$ cat config.mk
export PLATFORM = sky130hd
export DESIGN_NAME = three_wire_rtc_bus_master_core_flat
export DESIGN_NICKNAME = d
export VERILOG_FILES = /design/src/sv/twr_pkg.sv /design/src/sv/twr_req_if.sv /design/src/sv/twr_res_if.sv /design/src/sv/twr_step.sv /design/src/sv/three_wire_rtc_bus_master_core.sv /design/src/flat_wrapper.sv
export SDC_FILE = /design/constraint.sdc
export NUM_CORES = 1
export LEC_CHECK = 0
export ABC_CLOCK_PERIOD_IN_PS = 4800
export BUFFER_PORTS_ARGS = -buffer_cell sky130_fd_sc_hd__buf_2
export CAP_MARGIN = 20
export CORE_AREA = 2 2 168 170
export DETAILED_ROUTE_END_ITERATION = 10
export DIE_AREA = 0 0 170 172
export PLACE_DENSITY = 0.74
export SYNTH_ARGS = -nofsm -noshare
export SYNTH_HDL_FRONTEND = slang
export SYNTH_SLANG_ARGS = --single-unit
$ cat constraint.sdc
create_clock -name clk_i -period 4.8 [get_ports clk_i]
set_input_delay 0.24 -clock clk_i [delete_from_list [all_inputs] [get_ports clk_i]]
set_output_delay 0.24 -clock clk_i [all_outputs]
set_load 0.01 [all_outputs]
$ cat src/sv/twr_pkg.sv
// package for the three-wire serial bus master: codes, state and step types
// no dependencies; used by the step logic and the top level
package twr_pkg;

  // number of data bytes in a burst transaction (1..8)
  localparam int unsigned BURST_BYTES = 8;

  // command codes carried in the request cmd field
  localparam logic [2:0] CMD_TICK   = 3'd0;
  localparam logic [2:0] CMD_SREAD  = 3'd1;
  localparam logic [2:0] CMD_SWRITE = 3'd2;
  localparam logic [2:0] CMD_BREAD  = 3'd3;
  localparam logic [2:0] CMD_BWRITE = 3'd4;

  // fixed command bytes for burst transactions
  localparam logic [7:0] BURST_READ_BYTE  = 8'hBF;
  localparam logic [7:0] BURST_WRITE_BYTE = 8'hBE;

  // running transaction kind
  typedef enum logic [2:0] {
    MODE_IDLE   = 3'd0,
    MODE_SREAD  = 3'd1,
    MODE_SWRITE = 3'd2,
    MODE_BREAD  = 3'd3,
    MODE_BWRITE = 3'd4
  } mode_e;

  // bus master state carried from tick to tick
  typedef struct packed {
    mode_e       mode;
    logic        half_phase;
    logic [2:0]  bit_count;
    logic [3:0]  byte_count;
    logic [7:0]  shift_byte;
    logic [63:0] data_buffer;
  } state_t;

  // one request: a half-bit tick
  typedef struct packed {
    logic [2:0]  cmd;
    logic [4:0]  addr;
    logic [63:0] wdata;
    logic        io_in;
  } req_t;

  // pin levels and status produced by one tick
  typedef struct packed {
    logic        chip_enable;
    logic        serial_clock;
    logic        io_out;
    logic        io_drive;
    logic        busy_res;
    logic        done_res;
    logic [63:0] rdata;
  } res_t;

endpackage

$ cat src/sv/twr_req_if.sv
// request channel: valid/ready handshake carrying one half-bit tick
// depends on nothing
interface twr_req_if;
  logic        valid;
  logic        ready;
  logic [2:0]  cmd;
  logic [4:0]  addr;
  logic [63:0] wdata;
  logic        io_in;

  modport source (output valid, output cmd, output addr, output wdata, output io_in,
                  input ready);
  modport sink   (input valid, input cmd, input addr, input wdata, input io_in,
                  output ready);
endinterface

$ cat src/sv/twr_res_if.sv
// result channel: valid/ready handshake carrying pin levels and status
// depends on nothing
interface twr_res_if;
  logic        valid;
  logic        ready;
  logic        chip_enable;
  logic        serial_clock;
  logic        io_out;
  logic        io_drive;
  logic        busy_res;
  logic        done_res;
  logic [63:0] rdata;

  modport source (output valid, output chip_enable, output serial_clock, output io_out,
                  output io_drive, output busy_res, output done_res, output rdata,
                  input ready);
  modport sink   (input valid, input chip_enable, input serial_clock, input io_out,
                  input io_drive, input busy_res, input done_res, input rdata,
                  output ready);
endinterface

$ cat src/sv/twr_step.sv
// next-state and output logic for one half-bit tick of the bus master
// depends on twr_pkg
module twr_step (
  input  twr_pkg::state_t state_i,
  input  twr_pkg::req_t   req_i,
  output twr_pkg::state_t state_o,
  output twr_pkg::res_t   res_o
);

  twr_pkg::state_t s;
  twr_pkg::res_t   r;
  logic            is_burst;
  logic            is_write;
  logic            writing;
  logic [3:0]      n_bytes;
  logic [3:0]      next_byte;
  logic [2:0]      rd_idx;
  logic [2:0]      wr_idx;

  always_comb begin
    s = state_i;
    r = '0;

    // start a transaction when idle
    if (s.mode == twr_pkg::MODE_IDLE) begin
      s.half_phase = 1'b0;
      s.bit_count  = '0;
      s.byte_count = '0;
      unique case (req_i.cmd)
        twr_pkg::CMD_SREAD: begin
          s.mode        = twr_pkg::MODE_SREAD;
          s.shift_byte  = {2'b10, req_i.addr, 1'b1};
          s.data_buffer = '0;
        end
        twr_pkg::CMD_SWRITE: begin
          s.mode        = twr_pkg::MODE_SWRITE;
          s.shift_byte  = {2'b10, req_i.addr, 1'b0};
          s.data_buffer = {56'd0, req_i.wdata[7:0]};
        end
        twr_pkg::CMD_BREAD: begin
          s.mode        = twr_pkg::MODE_BREAD;
          s.shift_byte  = twr_pkg::BURST_READ_BYTE;
          s.data_buffer = '0;
        end
        twr_pkg::CMD_BWRITE: begin
          s.mode        = twr_pkg::MODE_BWRITE;
          s.shift_byte  = twr_pkg::BURST_WRITE_BYTE;
          s.data_buffer = req_i.wdata;
        end
        default: begin
          s = state_i;
        end
      endcase
    end

    is_burst  = (s.mode == twr_pkg::MODE_BREAD) || (s.mode == twr_pkg::MODE_BWRITE);
    is_write  = (s.mode == twr_pkg::MODE_SWRITE) || (s.mode == twr_pkg::MODE_BWRITE);
    n_bytes   = is_burst ? 4'(twr_pkg::BURST_BYTES) : 4'd1;
    writing   = (s.byte_count == 4'd0) || is_write;
    next_byte = 4'(s.byte_count + 4'd1);
    rd_idx    = 3'(s.byte_count - 4'd1);
    wr_idx    = 3'(next_byte - 4'd1);

    // run the transaction
    if (s.mode != twr_pkg::MODE_IDLE) begin
      r.busy_res = 1'b1;
      if (s.byte_count > n_bytes) begin
        // done tick: report read data (zero on a write) and go idle
        r.done_res = 1'b1;
        r.rdata    = is_write ? 64'd0 : s.data_buffer;
        s          = '0;
      end else begin
        r.chip_enable = 1'b1;
        if (!s.half_phase) begin
          // low half: drive a written bit or sample a read bit
          if (writing) begin
            r.io_out   = s.shift_byte[0];
            r.io_drive = 1'b1;
          end else if (req_i.io_in) begin
            s.shift_byte[s.bit_count] = 1'b1;
          end
          s.half_phase = 1'b1;
        end else begin
          // high half: clock high, shift out, advance bit and byte
          r.serial_clock = 1'b1;
          if (writing) begin
            r.io_out     = s.shift_byte[0];
            r.io_drive   = 1'b1;
            s.shift_byte = {1'b0, s.shift_byte[7:1]};
          end
          s.half_phase = 1'b0;
          if (s.bit_count == 3'd7) begin
            s.bit_count = '0;
            if (!writing) begin
              s.data_buffer[{rd_idx, 3'b000} +: 8] = s.shift_byte;
            end
            s.byte_count = next_byte;
            if (is_write && (next_byte <= n_bytes)) begin
              s.shift_byte = s.data_buffer[{wr_idx, 3'b000} +: 8];
            end else begin
              s.shift_byte = '0;
            end
          end else begin
            s.bit_count = 3'(s.bit_count + 3'd1);
          end
        end
      end
    end

    state_o = s;
    res_o   = r;
  end

endmodule

$ cat src/sv/three_wire_rtc_bus_master_core.sv
// top level of the three-wire serial bus master: request register, state, result register
// depends on twr_pkg, twr_req_if, twr_res_if and twr_step
//
// Each request is one half-bit tick of the serial bus and yields exactly one
// result with the pin levels (chip enable, clock, data out, drive enable) and
// status for that tick. A request is taken every cycle: it is captured in a
// request register, the step logic computes the next bus state and the pin
// levels combinationally, and they land in the result register, so a result is
// valid once its request has passed both registers and can be taken at the
// next clock edge. While a result waits to be taken the step stops; the
// request register still takes one more request if it is empty, and once it
// is full the request side stalls until the waiting result is taken. A
// command that arrives while a transaction runs is ignored; a transaction
// takes 16 ticks per byte plus one done tick, the done tick pulsing done_res
// with the read data on rdata.
module three_wire_rtc_bus_master_core (
  input  logic          clk_i,
  input  logic          rst_ni,
  twr_req_if.sink       in_i,
  twr_res_if.source     out_o
);

  logic            req_valid_q;
  twr_pkg::req_t   req_q;
  logic            res_valid_q;
  twr_pkg::res_t   res_q;
  twr_pkg::state_t state_q;
  twr_pkg::state_t state_d;
  twr_pkg::res_t   res_d;
  logic            step_en;

  // a waiting request is processed as a tick when the result register is free or drains this cycle
  assign step_en  = req_valid_q && (!res_valid_q || out_o.ready);
  assign in_i.ready = !req_valid_q || step_en;

  // request register
  always_ff @(posedge clk_i or negedge rst_ni) begin
    if (!rst_ni) begin
      req_valid_q <= 1'b0;
    end else if (in_i.ready) begin
      req_valid_q <= in_i.valid;
    end
  end

  always_ff @(posedge clk_i) begin
    if (in_i.ready && in_i.valid) begin
      req_q <= '{cmd: in_i.cmd, addr: in_i.addr, wdata: in_i.wdata, io_in: in_i.io_in};
    end
  end

  // tick logic
  twr_step u_step (
    .state_i (state_q),
    .req_i   (req_q),
    .state_o (state_d),
    .res_o   (res_d)
  );

  // bus master state
  always_ff @(posedge clk_i or negedge rst_ni) begin
    if (!rst_ni) begin
      state_q <= '0;
    end else if (step_en) begin
      state_q <= state_d;
    end
  end

  // result register
  always_ff @(posedge clk_i or negedge rst_ni) begin
    if (!rst_ni) begin
      res_valid_q <= 1'b0;
    end else if (step_en) begin
      res_valid_q <= 1'b1;
    end else if (out_o.ready) begin
      res_valid_q <= 1'b0;
    end
  end

  always_ff @(posedge clk_i) begin
    if (step_en) begin
      res_q <= res_d;
    end
  end

  // result channel
  assign out_o.valid        = res_valid_q;
  assign out_o.chip_enable  = res_q.chip_enable;
  assign out_o.serial_clock = res_q.serial_clock;
  assign out_o.io_out       = res_q.io_out;
  assign out_o.io_drive     = res_q.io_drive;
  assign out_o.busy_res     = res_q.busy_res;
  assign out_o.done_res     = res_q.done_res;
  assign out_o.rdata        = res_q.rdata;

endmodule
$ cat src/flat_wrapper.sv
// flat-port wrapper written by rule: the top's interface ports become plain ports
module three_wire_rtc_bus_master_core_flat 
  (clk_i, rst_ni, in_i_valid, in_i_cmd, in_i_addr, in_i_wdata, in_i_io_in, in_i_ready, out_o_valid, out_o_chip_enable, out_o_serial_clock, out_o_io_out, out_o_io_drive, out_o_busy_res, out_o_done_res, out_o_rdata, out_o_ready);
  twr_req_if in_i_i ();
  twr_res_if out_o_i ();
  input  logic clk_i;
  input  logic rst_ni;
  input wire logic [$bits(in_i_i.valid)-1:0] in_i_valid;
  input wire logic [$bits(in_i_i.cmd)-1:0] in_i_cmd;
  input wire logic [$bits(in_i_i.addr)-1:0] in_i_addr;
  input wire logic [$bits(in_i_i.wdata)-1:0] in_i_wdata;
  input wire logic [$bits(in_i_i.io_in)-1:0] in_i_io_in;
  output wire logic [$bits(in_i_i.ready)-1:0] in_i_ready;
  output wire logic [$bits(out_o_i.valid)-1:0] out_o_valid;
  output wire logic [$bits(out_o_i.chip_enable)-1:0] out_o_chip_enable;
  output wire logic [$bits(out_o_i.serial_clock)-1:0] out_o_serial_clock;
  output wire logic [$bits(out_o_i.io_out)-1:0] out_o_io_out;
  output wire logic [$bits(out_o_i.io_drive)-1:0] out_o_io_drive;
  output wire logic [$bits(out_o_i.busy_res)-1:0] out_o_busy_res;
  output wire logic [$bits(out_o_i.done_res)-1:0] out_o_done_res;
  output wire logic [$bits(out_o_i.rdata)-1:0] out_o_rdata;
  input wire logic [$bits(out_o_i.ready)-1:0] out_o_ready;
  assign in_i_i.valid = in_i_valid;
  assign in_i_i.cmd = in_i_cmd;
  assign in_i_i.addr = in_i_addr;
  assign in_i_i.wdata = in_i_wdata;
  assign in_i_i.io_in = in_i_io_in;
  assign in_i_ready = in_i_i.ready;
  assign out_o_valid = out_o_i.valid;
  assign out_o_chip_enable = out_o_i.chip_enable;
  assign out_o_serial_clock = out_o_i.serial_clock;
  assign out_o_io_out = out_o_i.io_out;
  assign out_o_io_drive = out_o_i.io_drive;
  assign out_o_busy_res = out_o_i.busy_res;
  assign out_o_done_res = out_o_i.done_res;
  assign out_o_rdata = out_o_i.rdata;
  assign out_o_i.ready = out_o_ready;
  three_wire_rtc_bus_master_core u_core (.clk_i(clk_i), .rst_ni(rst_ni), .in_i(in_i_i), .out_o(out_o_i));
endmodule
==> impl_metrics.yaml <==
layout:
  drive_gt1_frac: 0.2146
  diodes: 0
  nFillCells: 2372
  multiInputGateArea_um2: 5059
  regArea_um2: 6421
  num-nets-final: 1455
  area_delta_synth_final_pct: 23.17
  stdcell_count: 1730
floorplan:
  coreArea_um2: 27480
  fp.dieH_um: 172
  start_util: 0.4359
  rows: 61
  die_w_um: 170
  die_area_um2: 29240
  ios: 149
route:
  vias_per_cell: 6.373
  wl_mm: 45.03
  dr.pass1.iters: 6
  antenna_left: 0
  via_count: 11030
  drt_iter0_drc: 1225
  drc: 0
  wl_per_cell_um: 26.03
timing:
  clock_skew_ns: 0.02154
  hold-worst-slack_ns: 0.01399
  rsz0062_at_grt: "false"
  max_slew.worst_pin.slew_ns: 0.8631
  fin_ws_ns: 0.6961
  fin_crit_sh: 0.8550
  tns_ns: 0
  layout_min_cycle_time_ns: 4.104
  drv_slew: 0
  setup_viol: 0
  hold_viol_final: 0
  max_freq_ghz: 0.2437
  slew_headroom: 0.4246
pwr:
  ir_drop_v: 0.0003775
  powerDensity_nw_per_um2: 560.6
  p_leak_nw: 5.698
critical_path:
  worstSetupPathType: "reg2reg"
  cp-start-kind: "flop"
  worstPathArrival_ns: 4.49
  cp_max_fo: 25
  crit_required_ns: 5.19
  cp-end-kind: "flop"
placement:
  dp_hpwl_mm: 31.31
  port_buffers: 148
  dp_cells: 1609
  dp_slack_ns: 0.7727
  gp_congestion: 1.071
synth:
  syn_area_um2: 11980
  synth-seq-cells: 228
  synthCells: 1140
  avgSynthCellArea_um2: 10.51
  synth.distinct_cells: 94
  synthArstFlopShare: 0.3728
  syn_nets: 1230
  synth_edf_count: 143
  ys_seq_area_frac: 0.5361
  yosysWarnings: 0
  synth_ff_type: "edfxtp_1"
job:
  drv_cap: 0
clock_network:
  h-tree-depth: 1
  cts_hold_repair.buffers: 75
  cts-buffers-inserted: 25
  clkLatencyLatePin_ns: 0.55
  cts_tree: "built"
  root_buffer: "clkbuf_16"
  cts.sinks: 228
  path_clk_slew_ns: 0.06
  cts.repair.resized: 0
  cts.path.max_buffers: 3
  post_cts_buffers: 0
grt:
  grt_first_pass_wirelength_mm: 67.16
  grt_pass1_vias: 10800
  grtUsageTotal: 0.3081
  grt_max_degree: 79
  antenna_found_initial: 0
  grt-ovfl-total: 0
hold_path:
  hp-class: "in2reg"
status:
  status: "complete, no violations"
[path summary, 6_finish.rpt]
path | from | endpoint | slack (ns) | cells past startpoint
min in group asynchronous | rst_ni | u_core.state_q[35] | 0.24 | 2
min reg2reg | u_core.state_q[17] | u_core.state_q[17] | 0.48 | 2
min | out_o_ready | u_core.out_o.valid | 0.01 | 3
max reg2reg | u_core.req_q[70] | u_core.state_q[19] | 0.70 | 12
max in group asynchronous | rst_ni | u_core.state_q[55] | 3.45 | 3
max | u_core.req_q[70] | u_core.state_q[19] | 0.70 | 12
[critical path, cell delays in order (launching register included)]
cell and delay [ns]:
edfxtp_1 0.36, buf_4 0.19, or3_1 0.51, a31oi_4 0.25, buf_4 0.35, ha_1 0.30
and2_1 0.20, a2111oi_4 0.70, buf_4 0.28, and3_1 0.36, o31ai_1 0.14, a31oi_1 0.18
o21ai_0 0.10
[final cells by class]
type / instances / area share
clock buffers: 33 / 0.04580
clock inverters: 13 / 0.008227
inverters: 17 / 0.004495
multi-input cells: 809 / 0.3429
flip-flops and latches: 228 / 0.4352
well taps: 346 / 0.02934
repair buffers: 284 / 0.1340
[cells in the mapped netlist, drive strengths merged, types with 21 or more instances]
cell type | n | share of area
buf | 38 | 0.020
a22oi | 55 | 0.034
clkbuf | 48 | 0.018
and3 | 21 | 0.011
edfxtp | 143 | 0.36
o21ai | 64 | 0.028
o21a | 23 | 0.014
o221ai | 25 | 0.018
dfrtp | 85 | 0.18
nor2 | 159 | 0.050
nor3 | 29 | 0.014
a21oi | 71 | 0.030
nand2 | 78 | 0.024
[logic make-up (layout without fill, tap and decap cells)]
group,after synthesis,after routing,synth area share
xor+xnor,4,4,0.002925
buf+inv,103,347,0.04335
fa+ha+maj,13,13,0.01358
simple gates,383,383,0.1523
flops,228,228,0.5361
compound gates,397,397,0.2407
mux,12,12,0.01107
[stage by stage]
stage / power, mW / cell area (um2) / utilization
2_1_floorplan: 4.884 / 11980 / -
3_3_place_gp: 6.183 / 13210 / 0.4806
3_5_place_dp: 6.211 / 13210 / 0.4806
4_1_cts: 8.165 / 14750 / 0.5369
5_1_grt: 8.623 / 14750 / 0.5369
6_report: 8.271 / 14750 / 0.5369
[registers in the layout, summed over array words and instances, names as in the netlist]
register                   count
u_core.req_valid_q             1
u_core.out_o.chip_enable       1
u_core.out_o.busy_res          1
u_core.out_o.serial_clock      1
u_core.out_o.rdata            64
u_core.out_o.io_drive          1
u_core.out_o.valid             1
u_core.out_o.io_out            1
u_core.out_o.done_res          1
u_core.req_q                  73
u_core.state_q                83
[where the power goes]
group          switching, mW  internal [mW]
sequential             0.273           2.56
combinational           2.39           1.14
clock                  0.816           1.10
[routing by layer]
metal  track usage  routed length [um]  share of wire  vias to the layer above
met1        0.4283               18980           0.42                     5397
met5             0                   0              0                        -
met4        0.1256                2033          0.045                        0
li1              -                   -              -                     4832
met2        0.4676               19500           0.43                      655
met3       0.07164                4516           0.10                      141
[cell usage in the layout, fill, tap and decap left out, types with 19 or more instances in the layout]
| master | synthesis | final |
|---|---|---|
| nor2_1 | 157 | 157 |
| buf_2 | 16 | 147 |
| edfxtp_1 | 143 | 143 |
| dfrtp_1 | 85 | 85 |
| nand2_1 | 78 | 76 |
| dlygate4sd3_1 | 0 | 75 |
| a21oi_1 | 71 | 71 |
| o21ai_0 | 62 | 62 |
| buf_4 | 4 | 60 |
| a22oi_1 | 55 | 55 |
| nor3_1 | 25 | 25 |
| o221ai_1 | 25 | 25 |
| clkbuf_16 | 0 | 25 |
| o21a_1 | 23 | 23 |
| and3_1 | 19 | 19 |
| nand3_1 | 20 | 19 |
(Power assumes the default switching activity.)
